[config.mk]
export PLATFORM = sky130hd
export DESIGN_NAME = softmax_forward_vector_unit
export DESIGN_NICKNAME = d
export VERILOG_FILES = /design/src/rtl/sfv_pkg.sv /design/src/rtl/sfv_divider.sv /design/src/rtl/softmax_forward_vector_unit.sv
export SDC_FILE = /design/constraint.sdc
export NUM_CORES = 2
export LEC_CHECK = 0
export BUFFER_PORTS_ARGS = -buffer_cell sky130_fd_sc_hd__buf_2
export CORE_MARGIN = 8
export CORE_UTILIZATION = 61
export CTS_CLUSTER_SIZE = 30
export DETAILED_ROUTE_END_ITERATION = 16
export PLACE_DENSITY = 0.79
export SETUP_SLACK_MARGIN = 0.05
export SLEW_MARGIN = 20
export SYNTH_ARGS = -nofsm -noshare
export SYNTH_HDL_FRONTEND = slang
export SYNTH_SLANG_ARGS = --single-unit
[constraint.sdc]
create_clock -name clock -period 9.6 [get_ports clock]
set_input_delay 1.92 -clock clock [delete_from_list [all_inputs] [get_ports clock]]
set_output_delay 1.92 -clock clock [all_outputs]
set_load 0.05 [all_outputs]
[src/rtl/sfv_pkg.sv]
// Shared constants, types and the exponential table for the softmax vector unit.
`default_nettype none
package sfv_pkg;
   localparam int MaxChannels = 64;
   localparam int ExpTableDepth = 256;
   localparam int IdxWidth = $clog2(MaxChannels);
   localparam int CountWidth = IdxWidth + 1;
   localparam int TabWidth = $clog2(ExpTableDepth);
   localparam logic [16:0] Log2eQ16 = 17'd94548;
   localparam longint Ln2Q30 = 64'd744261118;
   localparam int SumWidth = 23;
   localparam int RecipWidth = 33;

   typedef logic [15:0] word_type;

   // Shift-and-subtract quotient of a wide value by a small term index.
   function automatic logic [63:0] quotient_small(input logic [63:0] num,
                                                  input logic [3:0] den);
      logic [63:0] q;
      logic [63:0] r;
      q = '0;
      r = '0;
      for (int b = 63; b >= 0; b--) begin
         r = {r[62:0], num[b]};
         if (r >= 64'(den)) begin
            r = r - 64'(den);
            q[b] = 1'b1;
         end
      end
      return q;
   endfunction

   function automatic logic [15:0] exp_table_entry(input logic [TabWidth-1:0] k);
      logic [63:0] y;
      logic [63:0] term;
      logic [63:0] sum;
      logic [63:0] val;
      y = (64'(k) * Ln2Q30) >> TabWidth;
      term = 64'd1 << 30;
      sum = 64'd1 << 30;
      for (int i = 1; i <= 12; i++) begin
         term = quotient_small((term * y) >> 30, 4'(i));
         if ((i & 1) == 1) sum = sum - term;
         else sum = sum + term;
      end
      val = (sum + (64'd1 << 13)) >> 14;
      exp_table_entry = (val > 64'd65535) ? 16'hFFFF : val[15:0];
   endfunction

   typedef logic [15:0] exp_rom_type [ExpTableDepth];

   function automatic exp_rom_type build_exp_rom();
      exp_rom_type r;
      for (int k = 0; k < ExpTableDepth; k++) r[k] = exp_table_entry(TabWidth'(k));
      return r;
   endfunction

   localparam exp_rom_type ExpRom = build_exp_rom();
endpackage
`default_nettype wire

[src/rtl/sfv_divider.sv]
// Restoring divider forming floor(2^32 / sum), one quotient bit per cycle.
`default_nettype none
module sfv_divider
   import sfv_pkg::*;
(
   input  wire logic                    clock,
   input  wire logic                    reset,
   input  wire logic                    start,
   input  wire logic [SumWidth-1:0]     divisor,
   output logic                         done,
   output logic [RecipWidth-1:0]        quotient
);
   logic [5:0] bit_ff, bit_in;
   logic busy_ff, busy_in;
   logic [SumWidth:0] rem_ff, rem_in;
   logic [RecipWidth-1:0] quo_ff, quo_in;
   logic [SumWidth-1:0] div_ff, div_in;
   logic [SumWidth:0] trial;
   logic dividend_bit;

   always_comb begin
      busy_in = busy_ff;
      bit_in = bit_ff;
      rem_in = rem_ff;
      quo_in = quo_ff;
      div_in = div_ff;
      done = 1'b0;
      dividend_bit = (bit_ff == 6'd32);
      trial = {rem_ff[SumWidth-1:0], dividend_bit};
      if (start) begin
         busy_in = 1'b1;
         bit_in = 6'd32;
         rem_in = '0;
         quo_in = '0;
         div_in = divisor;
      end else if (busy_ff) begin
         if (trial >= {1'b0, div_ff}) begin
            rem_in = trial - {1'b0, div_ff};
            quo_in = {quo_ff[RecipWidth-2:0], 1'b1};
         end else begin
            rem_in = trial;
            quo_in = {quo_ff[RecipWidth-2:0], 1'b0};
         end
         if (bit_ff == 6'd0) begin
            busy_in = 1'b0;
            done = 1'b1;
         end else begin
            bit_in = bit_ff - 6'd1;
         end
      end
   end

   assign quotient = quo_in;

   always_ff @(posedge clock) begin
      if (reset) begin
         busy_ff <= 1'b0;
         bit_ff <= '0;
      end else begin
         busy_ff <= busy_in;
         bit_ff <= bit_in;
      end
      rem_ff <= rem_in;
      quo_ff <= quo_in;
      div_ff <= div_in;
   end
endmodule
`default_nettype wire

[src/rtl/softmax_forward_vector_unit.sv]
// Top level of the max-subtracted softmax vector unit.
`default_nettype none
// Scores stream in one transaction per cycle while the vector fills; each is buffered
// and the running maximum tracked. Once the vector ends (last flag or the configured
// length), the unit stops taking input and runs three passes:
// an exponential pass over each element (memory read, log2(e) multiply, table
// lookup and shift), a reciprocal of the sum from a bit-serial divider, and a
// normalize pass over each element (memory read, multiply, rounding into the
// output register), stretched while a result waits on rsp_tready. The input
// stays held until the last result of the vector is registered. Results leave
// through a registered output stage in input order.
module softmax_forward_vector_unit
   import sfv_pkg::*;
(
   input  wire logic        clock,
   input  wire logic        reset,
   input  wire logic        req_tvalid,
   output logic             req_tready,
   input  wire logic [15:0] req_tdata,   // score [15:0]
   input  wire logic        req_tlast,   // last_in
   output logic             rsp_tvalid,
   input  wire logic        rsp_tready,
   output logic [15:0]      rsp_tdata,   // probability [15:0]
   output logic             rsp_tlast,   // last_out
   input  wire logic        csr_valid,
   output logic             csr_ready,
   input  wire logic [7:0]  csr_data    // channel_count [6:0], bit 7 zero
);
   localparam logic [2:0] StLoad = 3'd0;
   localparam logic [2:0] StExpRd = 3'd1;
   localparam logic [2:0] StExpMul = 3'd2;
   localparam logic [2:0] StExpWr = 3'd3;
   localparam logic [2:0] StDiv = 3'd4;
   localparam logic [2:0] StNrmRd = 3'd5;
   localparam logic [2:0] StNrmMul = 3'd6;
   localparam logic [2:0] StOut = 3'd7;

   logic [2:0] state_ff, state_in;
   logic [6:0] chan_ff;
   logic signed [15:0] max_ff, max_in;
   logic [CountWidth-1:0] count_ff, count_in;
   logic [IdxWidth-1:0] ptr_ff, ptr_in;
   logic [SumWidth-1:0] sum_ff, sum_in;
   logic [RecipWidth-1:0] recip_ff;
   logic [15:0] score_mem [MaxChannels];
   logic [15:0] exp_mem [MaxChannels];
   logic [15:0] score_rd_ff, exp_rd_ff;
   logic [33:0] prod_ff;
   logic [48:0] nprod_ff;
   logic [15:0] rsp_data_ff;
   logic rsp_valid_ff, rsp_last_ff;
   logic [CountWidth-1:0] limit;
   logic accept, vec_end, div_start, div_done;
   logic [RecipWidth-1:0] div_q;
   logic [16:0] diff;
   logic [15:0] ip;
   logic [15:0] e_val;
   logic [49:0] rounded;
   logic last_ptr;

   assign req_tready = (state_ff == StLoad);
   assign accept = req_tvalid && req_tready;
   assign csr_ready = 1'b1;
   assign rsp_tvalid = rsp_valid_ff;
   assign rsp_tdata = rsp_data_ff;
   assign rsp_tlast = rsp_last_ff;

   always_comb begin
      if (chan_ff == 7'd0) limit = CountWidth'(1);
      else if (chan_ff > 7'(MaxChannels)) limit = CountWidth'(MaxChannels);
      else limit = CountWidth'(chan_ff);
   end

   // The index clamps to the top entry once the memory is full.
   logic [IdxWidth-1:0] wr_idx;
   assign wr_idx = (count_ff >= CountWidth'(MaxChannels)) ? IdxWidth'(MaxChannels - 1)
                                                          : count_ff[IdxWidth-1:0];
   logic [CountWidth-1:0] count_inc;
   assign count_inc = CountWidth'(wr_idx) + CountWidth'(1);
   assign vec_end = req_tlast || (count_inc >= limit);

   // prod_ff holds distance times log2(e) in Q.24: the integer part of the
   // exponent sits in bits 33:24, the table index in the eight bits below it.
   assign diff = {max_ff[15], max_ff} - {score_rd_ff[15], score_rd_ff};
   assign ip = 16'(prod_ff[33:24]);
   assign e_val = (ip >= 16'd17) ? 16'd0 : (ExpRom[prod_ff[23:16]] >> ip[4:0]);
   assign rounded = {1'b0, nprod_ff} + 50'd32768;
   assign last_ptr = (CountWidth'(ptr_ff) + CountWidth'(1) == count_ff);
   assign div_start = (state_ff == StExpWr) && last_ptr;

   sfv_divider u_div (
      .clock(clock), .reset(reset), .start(div_start), .divisor(sum_in),
      .done(div_done), .quotient(div_q)
   );

   always_comb begin
      state_in = state_ff;
      max_in = max_ff;
      count_in = count_ff;
      ptr_in = ptr_ff;
      sum_in = sum_ff;
      unique case (state_ff)
         StLoad: begin
            if (accept) begin
               if ($signed(req_tdata) > max_ff) max_in = $signed(req_tdata);
               count_in = count_inc;
               if (vec_end) begin
                  state_in = StExpRd;
                  ptr_in = '0;
                  sum_in = '0;
               end
            end
         end
         StExpRd: state_in = StExpMul;
         StExpMul: state_in = StExpWr;
         StExpWr: begin
            sum_in = sum_ff + SumWidth'(e_val);
            if (last_ptr) state_in = StDiv;
            else begin
               ptr_in = ptr_ff + IdxWidth'(1);
               state_in = StExpRd;
            end
         end
         StDiv: begin
            if (div_done) begin
               ptr_in = '0;
               state_in = StNrmRd;
            end
         end
         StNrmRd: state_in = StNrmMul;
         StNrmMul: if (!rsp_valid_ff || rsp_tready) state_in = StOut;
         StOut: begin
            if (last_ptr) begin
               state_in = StLoad;
               max_in = 16'sh8000;
               count_in = '0;
               sum_in = '0;
            end else begin
               ptr_in = ptr_ff + IdxWidth'(1);
               state_in = StNrmRd;
            end
         end
         default: state_in = StLoad;
      endcase
   end

   always_ff @(posedge clock) begin
      if (reset) begin
         state_ff <= StLoad;
         chan_ff <= 7'd64;
         max_ff <= 16'sh8000;
         count_ff <= '0;
         ptr_ff <= '0;
         sum_ff <= '0;
         rsp_valid_ff <= 1'b0;
      end else begin
         state_ff <= state_in;
         max_ff <= max_in;
         count_ff <= count_in;
         ptr_ff <= ptr_in;
         sum_ff <= sum_in;
         if (csr_valid) chan_ff <= csr_data[6:0];
         if (state_ff == StOut) rsp_valid_ff <= 1'b1;
         else if (rsp_tready) rsp_valid_ff <= 1'b0;
      end
      if (accept) score_mem[wr_idx] <= req_tdata;
      score_rd_ff <= score_mem[ptr_ff];
      exp_rd_ff <= exp_mem[ptr_ff];
      prod_ff <= 34'(diff[15:0] * 33'(Log2eQ16));
      if (state_ff == StExpWr) exp_mem[ptr_ff] <= e_val;
      if (div_done) recip_ff <= div_q;
      nprod_ff <= exp_rd_ff * recip_ff;
      if (state_ff == StOut) begin
         rsp_data_ff <= (rounded[49:16] > 34'd65535) ? 16'hFFFF : rounded[31:16];
         rsp_last_ff <= last_ptr;
      end
   end

`ifndef SYNTHESIS
   a_no_in_busy: assert property (@(posedge clock) disable iff (reset)
      state_ff != StLoad |-> !req_tready) else $error("ready while busy");
   a_sum_nz: assert property (@(posedge clock) disable iff (reset)
      div_start |-> sum_in != '0) else $error("zero sum");
   a_out_hold: assert property (@(posedge clock) disable iff (reset)
      state_ff == StOut |=> rsp_valid_ff) else $error("result lost");
`endif
endmodule
`default_nettype wire
---- Word level (Yosys, flattened, before mapping) ----
Memories as Yosys holds them, arrays and structs flattened. A register that Yosys moved wholly into a read port is not among the register bits.
Index checks and enable logic that the tools add are counted.
operators by class
  muxes and demuxes ....................... 48
  shift-type cells ........................ 1
  divide/modulo/power cells ............... 0
  add/subtract/negate cells ............... 8
  multipliers ............................. 2
  equal/unequal tests ..................... 17
  bitwise logic cells ..................... 2
  magnitude comparators ................... 8
  reductions and logical operators ........ 20
operator list
  cell                    number
  $mux 16                 6
  $mux 23                 4
  $pmux 23 s3             1
  $mux 33                 2
  $add 49x16->50 const B  1
  $mul 16x33->49          1
  $mux 6                  8
  $gt 34x16->1 const B    1
  $pmux 16 s2             1
  $mul 16x15->31 const B  1
  $mux 7                  4
  $ge 24x23->1            1
  $pmux 3 s8              1
  $add 23x16->23          1
  $sub 23x23->23          1
  $mux 3                  6
  $pmux 6 s3              1
  $gt 16x16->1            1
  $shr 16x5->16           1
  $sub 16x16->16          1
  $add 6x1->7 const B     2
  $pmux 7 s2              1
  $mux 1                  13
  $eq 3x3->1 const B      4
  other kinds (28)        42
storage, ports and cells
  output and inout bits ................... 20
  latch bits .............................. 0
  bits in writable memories ............... 2048
  memories ................................ 3
  logic and storage cells ................. 127
  bits in registers ....................... 279
  input bits .............................. 30
  ROM bits ................................ 4096
memories
  memory            words  bits a word  rd ports  clocked after Yosys merged registers in  write ports  line                               text
  (name not given)  256    16           1         0                                        0            softmax_forward_vector_unit.sv:86  assign e_val = (ip >= 16'd17) ? 16'd0 : (ExpRom[prod_ff[23:16]] >> ip[4:0]);
  exp_mem           64     16           1         1                                        1            softmax_forward_vector_unit.sv:46  logic [15:0] exp_mem [MaxChannels];
  score_mem         64     16           1         1                                        1            softmax_forward_vector_unit.sv:45  logic [15:0] score_mem [MaxChannels];

---- Logic depth before layout (Yosys ltp) ----
  word-level depth ........................ 8
  gate-level depth with buffers ........... 31
  mapped depth without buffers ............ 31

---- By module ----
A second synthesis with hierarchy kept.
unflattened totals
  cell total of the unflattened synthesis .. 8335
  area total of the unflattened synthesis .. 112586.7 µm²
by module, submodules not included
  module                       instances  cells each  area each (µm²)  sequential area each (µm²)
  softmax_forward_vector_unit  1          7841        107921.0         65923.2
  sfv_divider                  1          494         4665.7           1951.9

---- Least setup slack after synthesis ----
No wires, ideal clock.
  path type ............................... register -> register
  from .................................... reg prod_ff[16]
  to ...................................... reg u_div.div_ff[21], data pin
  clock period less this slack ............ 7.674 ns
  setup time .............................. 0.259 ns
  stages on the path, launching flop included .. 24
  path slack .............................. 1.926 ns
  data required time ...................... 9.341 ns
  buffers on the path ..................... 3
  data arrival time ....................... 7.415 ns
  cell sequence ........................... dfxtp_1 > clkbuf_1 > inv_1 > ha_1 > buf_2 > or2_2 > clkbuf_1 > nand3_1 > a31oi_1 > a2111oi_0 > a211o_1 > mux4_2 > nor2_1 > o31ai_1 > ha_1 > o21ai_0 > nand2b_1 > a21oi_1 > a211oi_1 > nor2_1 > a31oi_1 > a21oi_1 > o21ai_0 > nand2_1
on the way
  word-level cells in the longest chain between the ends .. 8
ends and longest elaborated chain
  item                                         line                                text
  from (decl)                                  softmax_forward_vector_unit.sv:48   logic [33:0] prod_ff;
  from (signal assigned)                       softmax_forward_vector_unit.sv:169  prod_ff <= 34'(diff[15:0] * 33'(Log2eQ16));
  $not 8->9 (not written as such)              softmax_forward_vector_unit.sv:86
  $mem_v2 256x16                               -
  $mux 16 (not written as such) (2 in series)  softmax_forward_vector_unit.sv:86
  $shr 16x5->16                                softmax_forward_vector_unit.sv:86
  $mux 16                                      softmax_forward_vector_unit.sv:86
  net e_val[7]                                 softmax_forward_vector_unit.sv:57   logic [15:0] e_val;
  $add 23x16->23                               softmax_forward_vector_unit.sv:117  sum_in = sum_ff + SumWidth'(e_val);
  $pmux 23 s3                                  softmax_forward_vector_unit.sv:102  unique case (state_ff)
  net sum_in[21]                               softmax_forward_vector_unit.sv:43   logic [SumWidth-1:0] sum_ff, sum_in;
  to (signal assigned)                         sfv_divider.sv:65                   div_ff <= div_in;
  to (decl)                                    sfv_divider.sv:17                   logic [SumWidth-1:0] div_ff, div_in;
The timed path passes the listed nets, and every way through them passes these cells. The select of a mux whose other input is x is not followed.
A chain may end at the register's enable or synchronous reset.

---- Worst setup path in the final report ----
  from .................................... reg score_rd_ff[1], read port of score_mem
  to ...................................... reg prod_ff[32]
on the way
  word-level cells in the longest chain between the ends .. 2
ends and longest elaborated chain
  item            line                                text
  from (decl)     softmax_forward_vector_unit.sv:47   logic [15:0] score_rd_ff, exp_rd_ff;
  $sub 16x16->16  softmax_forward_vector_unit.sv:84   assign diff = {max_ff[15], max_ff} - {score_rd_ff[15], score_rd_ff};
  $mul 16x15->31  softmax_forward_vector_unit.sv:169
No other way between the ends.

==> metrics.md <==
| Metric | Value |
|---|---|
| Area Growth Syn to Fin | 9.644% |
| Skew final | roughly 84 ps |
| Crit path time final | 7882 ps |
| Final #Nets | 9133 |
| Slowest stage cell, crit path | fa_1 |
| First-pass GRT wire length | 458800 µm |
| Clk sinks | 2330 |
| # setup viols final | 0 |
| YS warnings | 0 |
| Area contributors post-synth | edfxtp_1 (57%), fa_1 (9.0%), a22oi_1 (4.2%), ha_1 (3.9%), dfxtp_1 (3.7%) |
| Starting Density | 61.26% |
| Arrival @ worst endpoint | 8640 ps |
| Setup ws final | 1718 ps |
| Worst vdd rail ir drop | 1.231 mV |
| Crit. End Element | flop |
| Critical path class | flop to flop |
| Synth top area share | a little under three fifths |
| Area occupied by registers | 67890 µm² |
| Syn_nets | roughly 9100 |
| Status | finished, final reports clean |
| DIE HEIGHT | 444.3 µm |
| Root Driver | clkbuf_16 |
| Synthesized flop and latch total | 2330 |
| Die W | between 400 and 500 µm |
| Synthesized instance count | 8216 |
| Clock transition at path regs | 60 ps |
| # IOs | 50 |
| Placement Rows | 157 |
| Layout cells sized above 1 | 8.872% |
| Via count | 74170 |
| Total congestion overflow | 0 |
| Via density | 6.845 |
| TritonCTS clock tree | built |
| GRT Overall Usage | 30.52% |
| Routed length per instance | 28.61 µm |
| Total CTS buffers | 216 |
| H-Tree Depth | 4 |
| Worst slew pin tran | roughly 1200 ps |
| Footprint of the multi-input gates | slightly below 40000 µm² |
| RSZ-0062 raised after global routing | false |
| Drt pass-1 iters | 9 |
| Syn avg cell area | 13.62 µm² |
| Final max-slew violation count | 0 |
| Slew headroom | 18.11% |
| Post-Syn Area | 111900 µm² |
| FILL cells | about 12000 |
| Dpl hpwl | ~190000 µm |
| Initial antenna violation count | 16 |
| Min-delay worst type | flop to flop |
| Post-synthesis sequential area ratio | 60.64% |
| Crit Path Max Fanout | 7 |
| Post-synth EDFFs | 2121 |
| RePlAce Congestion | 0.9477 |
| Slowest cell delay on critical path | roughly 550 ps |
| Highest clock rate | 0.1269 GHz |
| Cell Pwr Density | roughly 390 nW/µm² |
| Final ANT Viol Nets | 0 |
| Clk Latency, worst-skew pair | 900 ps |
| Setup TNS | 0 ps |
| Largest net degree at the start of global routing | 99 |
| Critical Path Source Type | flop |
| Fin crit share | between 80 and 90% |
| FFs w/ async S/R, synth | 0% |
| Post-CTS sizing | 0 |
| Synth unique cells | 102 |
| Iteration-0 DRC Markers | 10830 |
| Length in cells of the worst reg-to-reg path | 28 |
| Detailed Route WL | 310000 µm |
| Hold Crit Depth | 2 |
| Leak | 43.97 nW |
| Final Hold Fails | 0 |
| WHS | 501.5 ps |
| Largest area contributor in the netlist | edfxtp_1 |
| Worst path required time | approximately 10000 ps |
| Port Buf Inserts | 47 |
| Die ar. | 197400 µm² |
| Post-CTS setup buffer count | 0 |
| Core Area | 182700 µm² |
| Vias in the first global route | 73430 |
| Max-cap viol count | 0 |
| CTS Buffer Depth | 3 |
| Cts hold-fix bufs | 0 |
| Top FF cell, synth | edfxtp_1 |
| Setup slack at placement | around 1800 ps |
| DR DRC count | 0 |
synthesized netlist by cell type, drive strengths merged (13+ instances only):
| cell type | n |
|---|---|
| a221oi | 217 |
| a211oi | 26 |
| xnor2 | 85 |
| or3 | 23 |
| dfxtp | 209 |
| nor2b | 48 |
| o21ai | 139 |
| nor3b | 13 |
| nor4 | 34 |
| nand3 | 123 |
| a211o | 17 |
| a21oi | 255 |
| nor2 | 348 |
| or2 | 17 |
| nand4 | 85 |
| a22oi | 630 |
| nand2 | 477 |
| a21o | 49 |
| a31oi | 230 |
| o31ai | 17 |
| o211ai | 37 |
| o311ai | 22 |
| o22ai | 13 |
| a22o | 216 |
| buf | 200 |
| nand2b | 61 |
| edfxtp | 2121 |
| and2 | 264 |
| inv | 650 |
| mux4 | 15 |
| clkbuf | 292 |
| fa | 503 |
| xor2 | 55 |
| o21a | 25 |
| a311oi | 27 |
| mux2i | 62 |
| ha | 347 |
| nor3 | 70 |
| and3 | 24 |
state kept, by name (all words and copies together), names as in the netlist, 7 cells and up:
register	cells
u_div.quo_ff	33
rsp_tdata	16
exp_mem	1024
u_div.rem_ff	23
nprod_ff	34
prod_ff	17
sum_ff	23
score_mem	1024
max_ff	16
chan_ff	7
exp_rd_ff	16
u_div.div_ff	23
count_ff	7
recip_ff	33
score_rd_ff	16
path summary, 6_finish.rpt:
path                               start                endpoint  slack, ps
hold / removal    max_ff[5]$_SDFFE_PP0P_  max_ff[5]$_SDFFE_PP0P_        500
hold reg to reg   max_ff[5]$_SDFFE_PP0P_  max_ff[5]$_SDFFE_PP0P_        500
setup / recovery  score_rd_ff[1]$_DFF_P_     prod_ff[32]$_DFF_P_       1720
setup reg to reg  score_rd_ff[1]$_DFF_P_     prod_ff[32]$_DFF_P_       1720
power by group:
part           internal (mW)  switching (mW)
logic                   11.8            15.8
clock network           4.79            3.85
registers               11.9           0.292
total                   28.5            19.9
worst max-delay path: cells and delay by family, from the launching register on:
family | cells | cell delay, ps
buf+inv | 3 | 160
simple gates | 1 | 130
flops | 1 | 360
xor+xnor | 2 | 550
fa+ha+maj | 8 | 3200
compound gates | 14 | 3330
per-stage QoR:
stage | area [µm²] | util, % | power, mW | cells
CTS | 122700 | 67.16 | 48.30 | 10830
global route | 122700 | 67.16 | 52.46 | 10830
floorplan | 111900 | - | 33.38 | 8216
global placement | 115500 | 63.22 | 38.89 | 10420
finish | 122700 | 67.17 | 48.40 | 10840
detailed placement | 115500 | 63.22 | 39.48 | 10420
placed cells by master (no fill, tap or decap), types with 62 or more instances in the layout:
master / synthesis / routed
buf_4: 8 / 251
a221oi_1: 217 / 217
o21ai_0: 112 / 112
edfxtp_1: 2121 / 2121
nor3_1: 69 / 64
a22oi_1: 630 / 630
a22o_1: 216 / 216
xnor2_1: 84 / 84
clkbuf_16: 0 / 216
ha_1: 347 / 347
mux2i_1: 62 / 62
and2_1: 261 / 260
nand2_1: 476 / 475
fa_1: 503 / 503
dfxtp_1: 209 / 200
a31oi_1: 230 / 230
nand4_1: 85 / 85
nand3_1: 122 / 122
nor2_1: 346 / 333
inv_1: 646 / 646
a21oi_1: 254 / 254
final cells by class:
cell class / count / share of cell area [%]
clock buffers: 251 / 4.536
diodes: 9 / 0.01835
flip-flops and latches: 2330 / 55.33
well taps: 2385 / 2.432
clock inverters: 156 / 1.322
repair buffers: 311 / 1.939
multi-input cells: 4741 / 32.43
inverters: 653 / 1.997
metal layers:
metal | global-route usage [%] | vias up | part of all wire, % | wire, µm
met4 | 13.90 | 20 | 5.2 | 15970
li1 | - | 31020 | - | -
met3 | 7.753 | 961 | 13 | 41110
met1 | 40.58 | 36490 | 36 | 110400
met2 | 47.84 | 5678 | 46 | 142400
met5 | 0 | - | 0.043 | 133
kinds of logic (layout without fill, tap and decap cells):
group                      count (synthesis)  after routing  synth area share, %
adders and majority gates                850            850                12.88
xor gates and xnor gates                 140            140                1.102
DFF                                     2330           2330                60.64
and+or+nand+nor                         1635           1635                7.230
muxes                                     87             87               0.9569
buffers and inverters                   1145           1371                4.024
AOI/OAI and AO/OA                       2028           2028                13.16
other                                      1             10             0.003350
No activity file was read; power rests on OpenSTA's default activity.
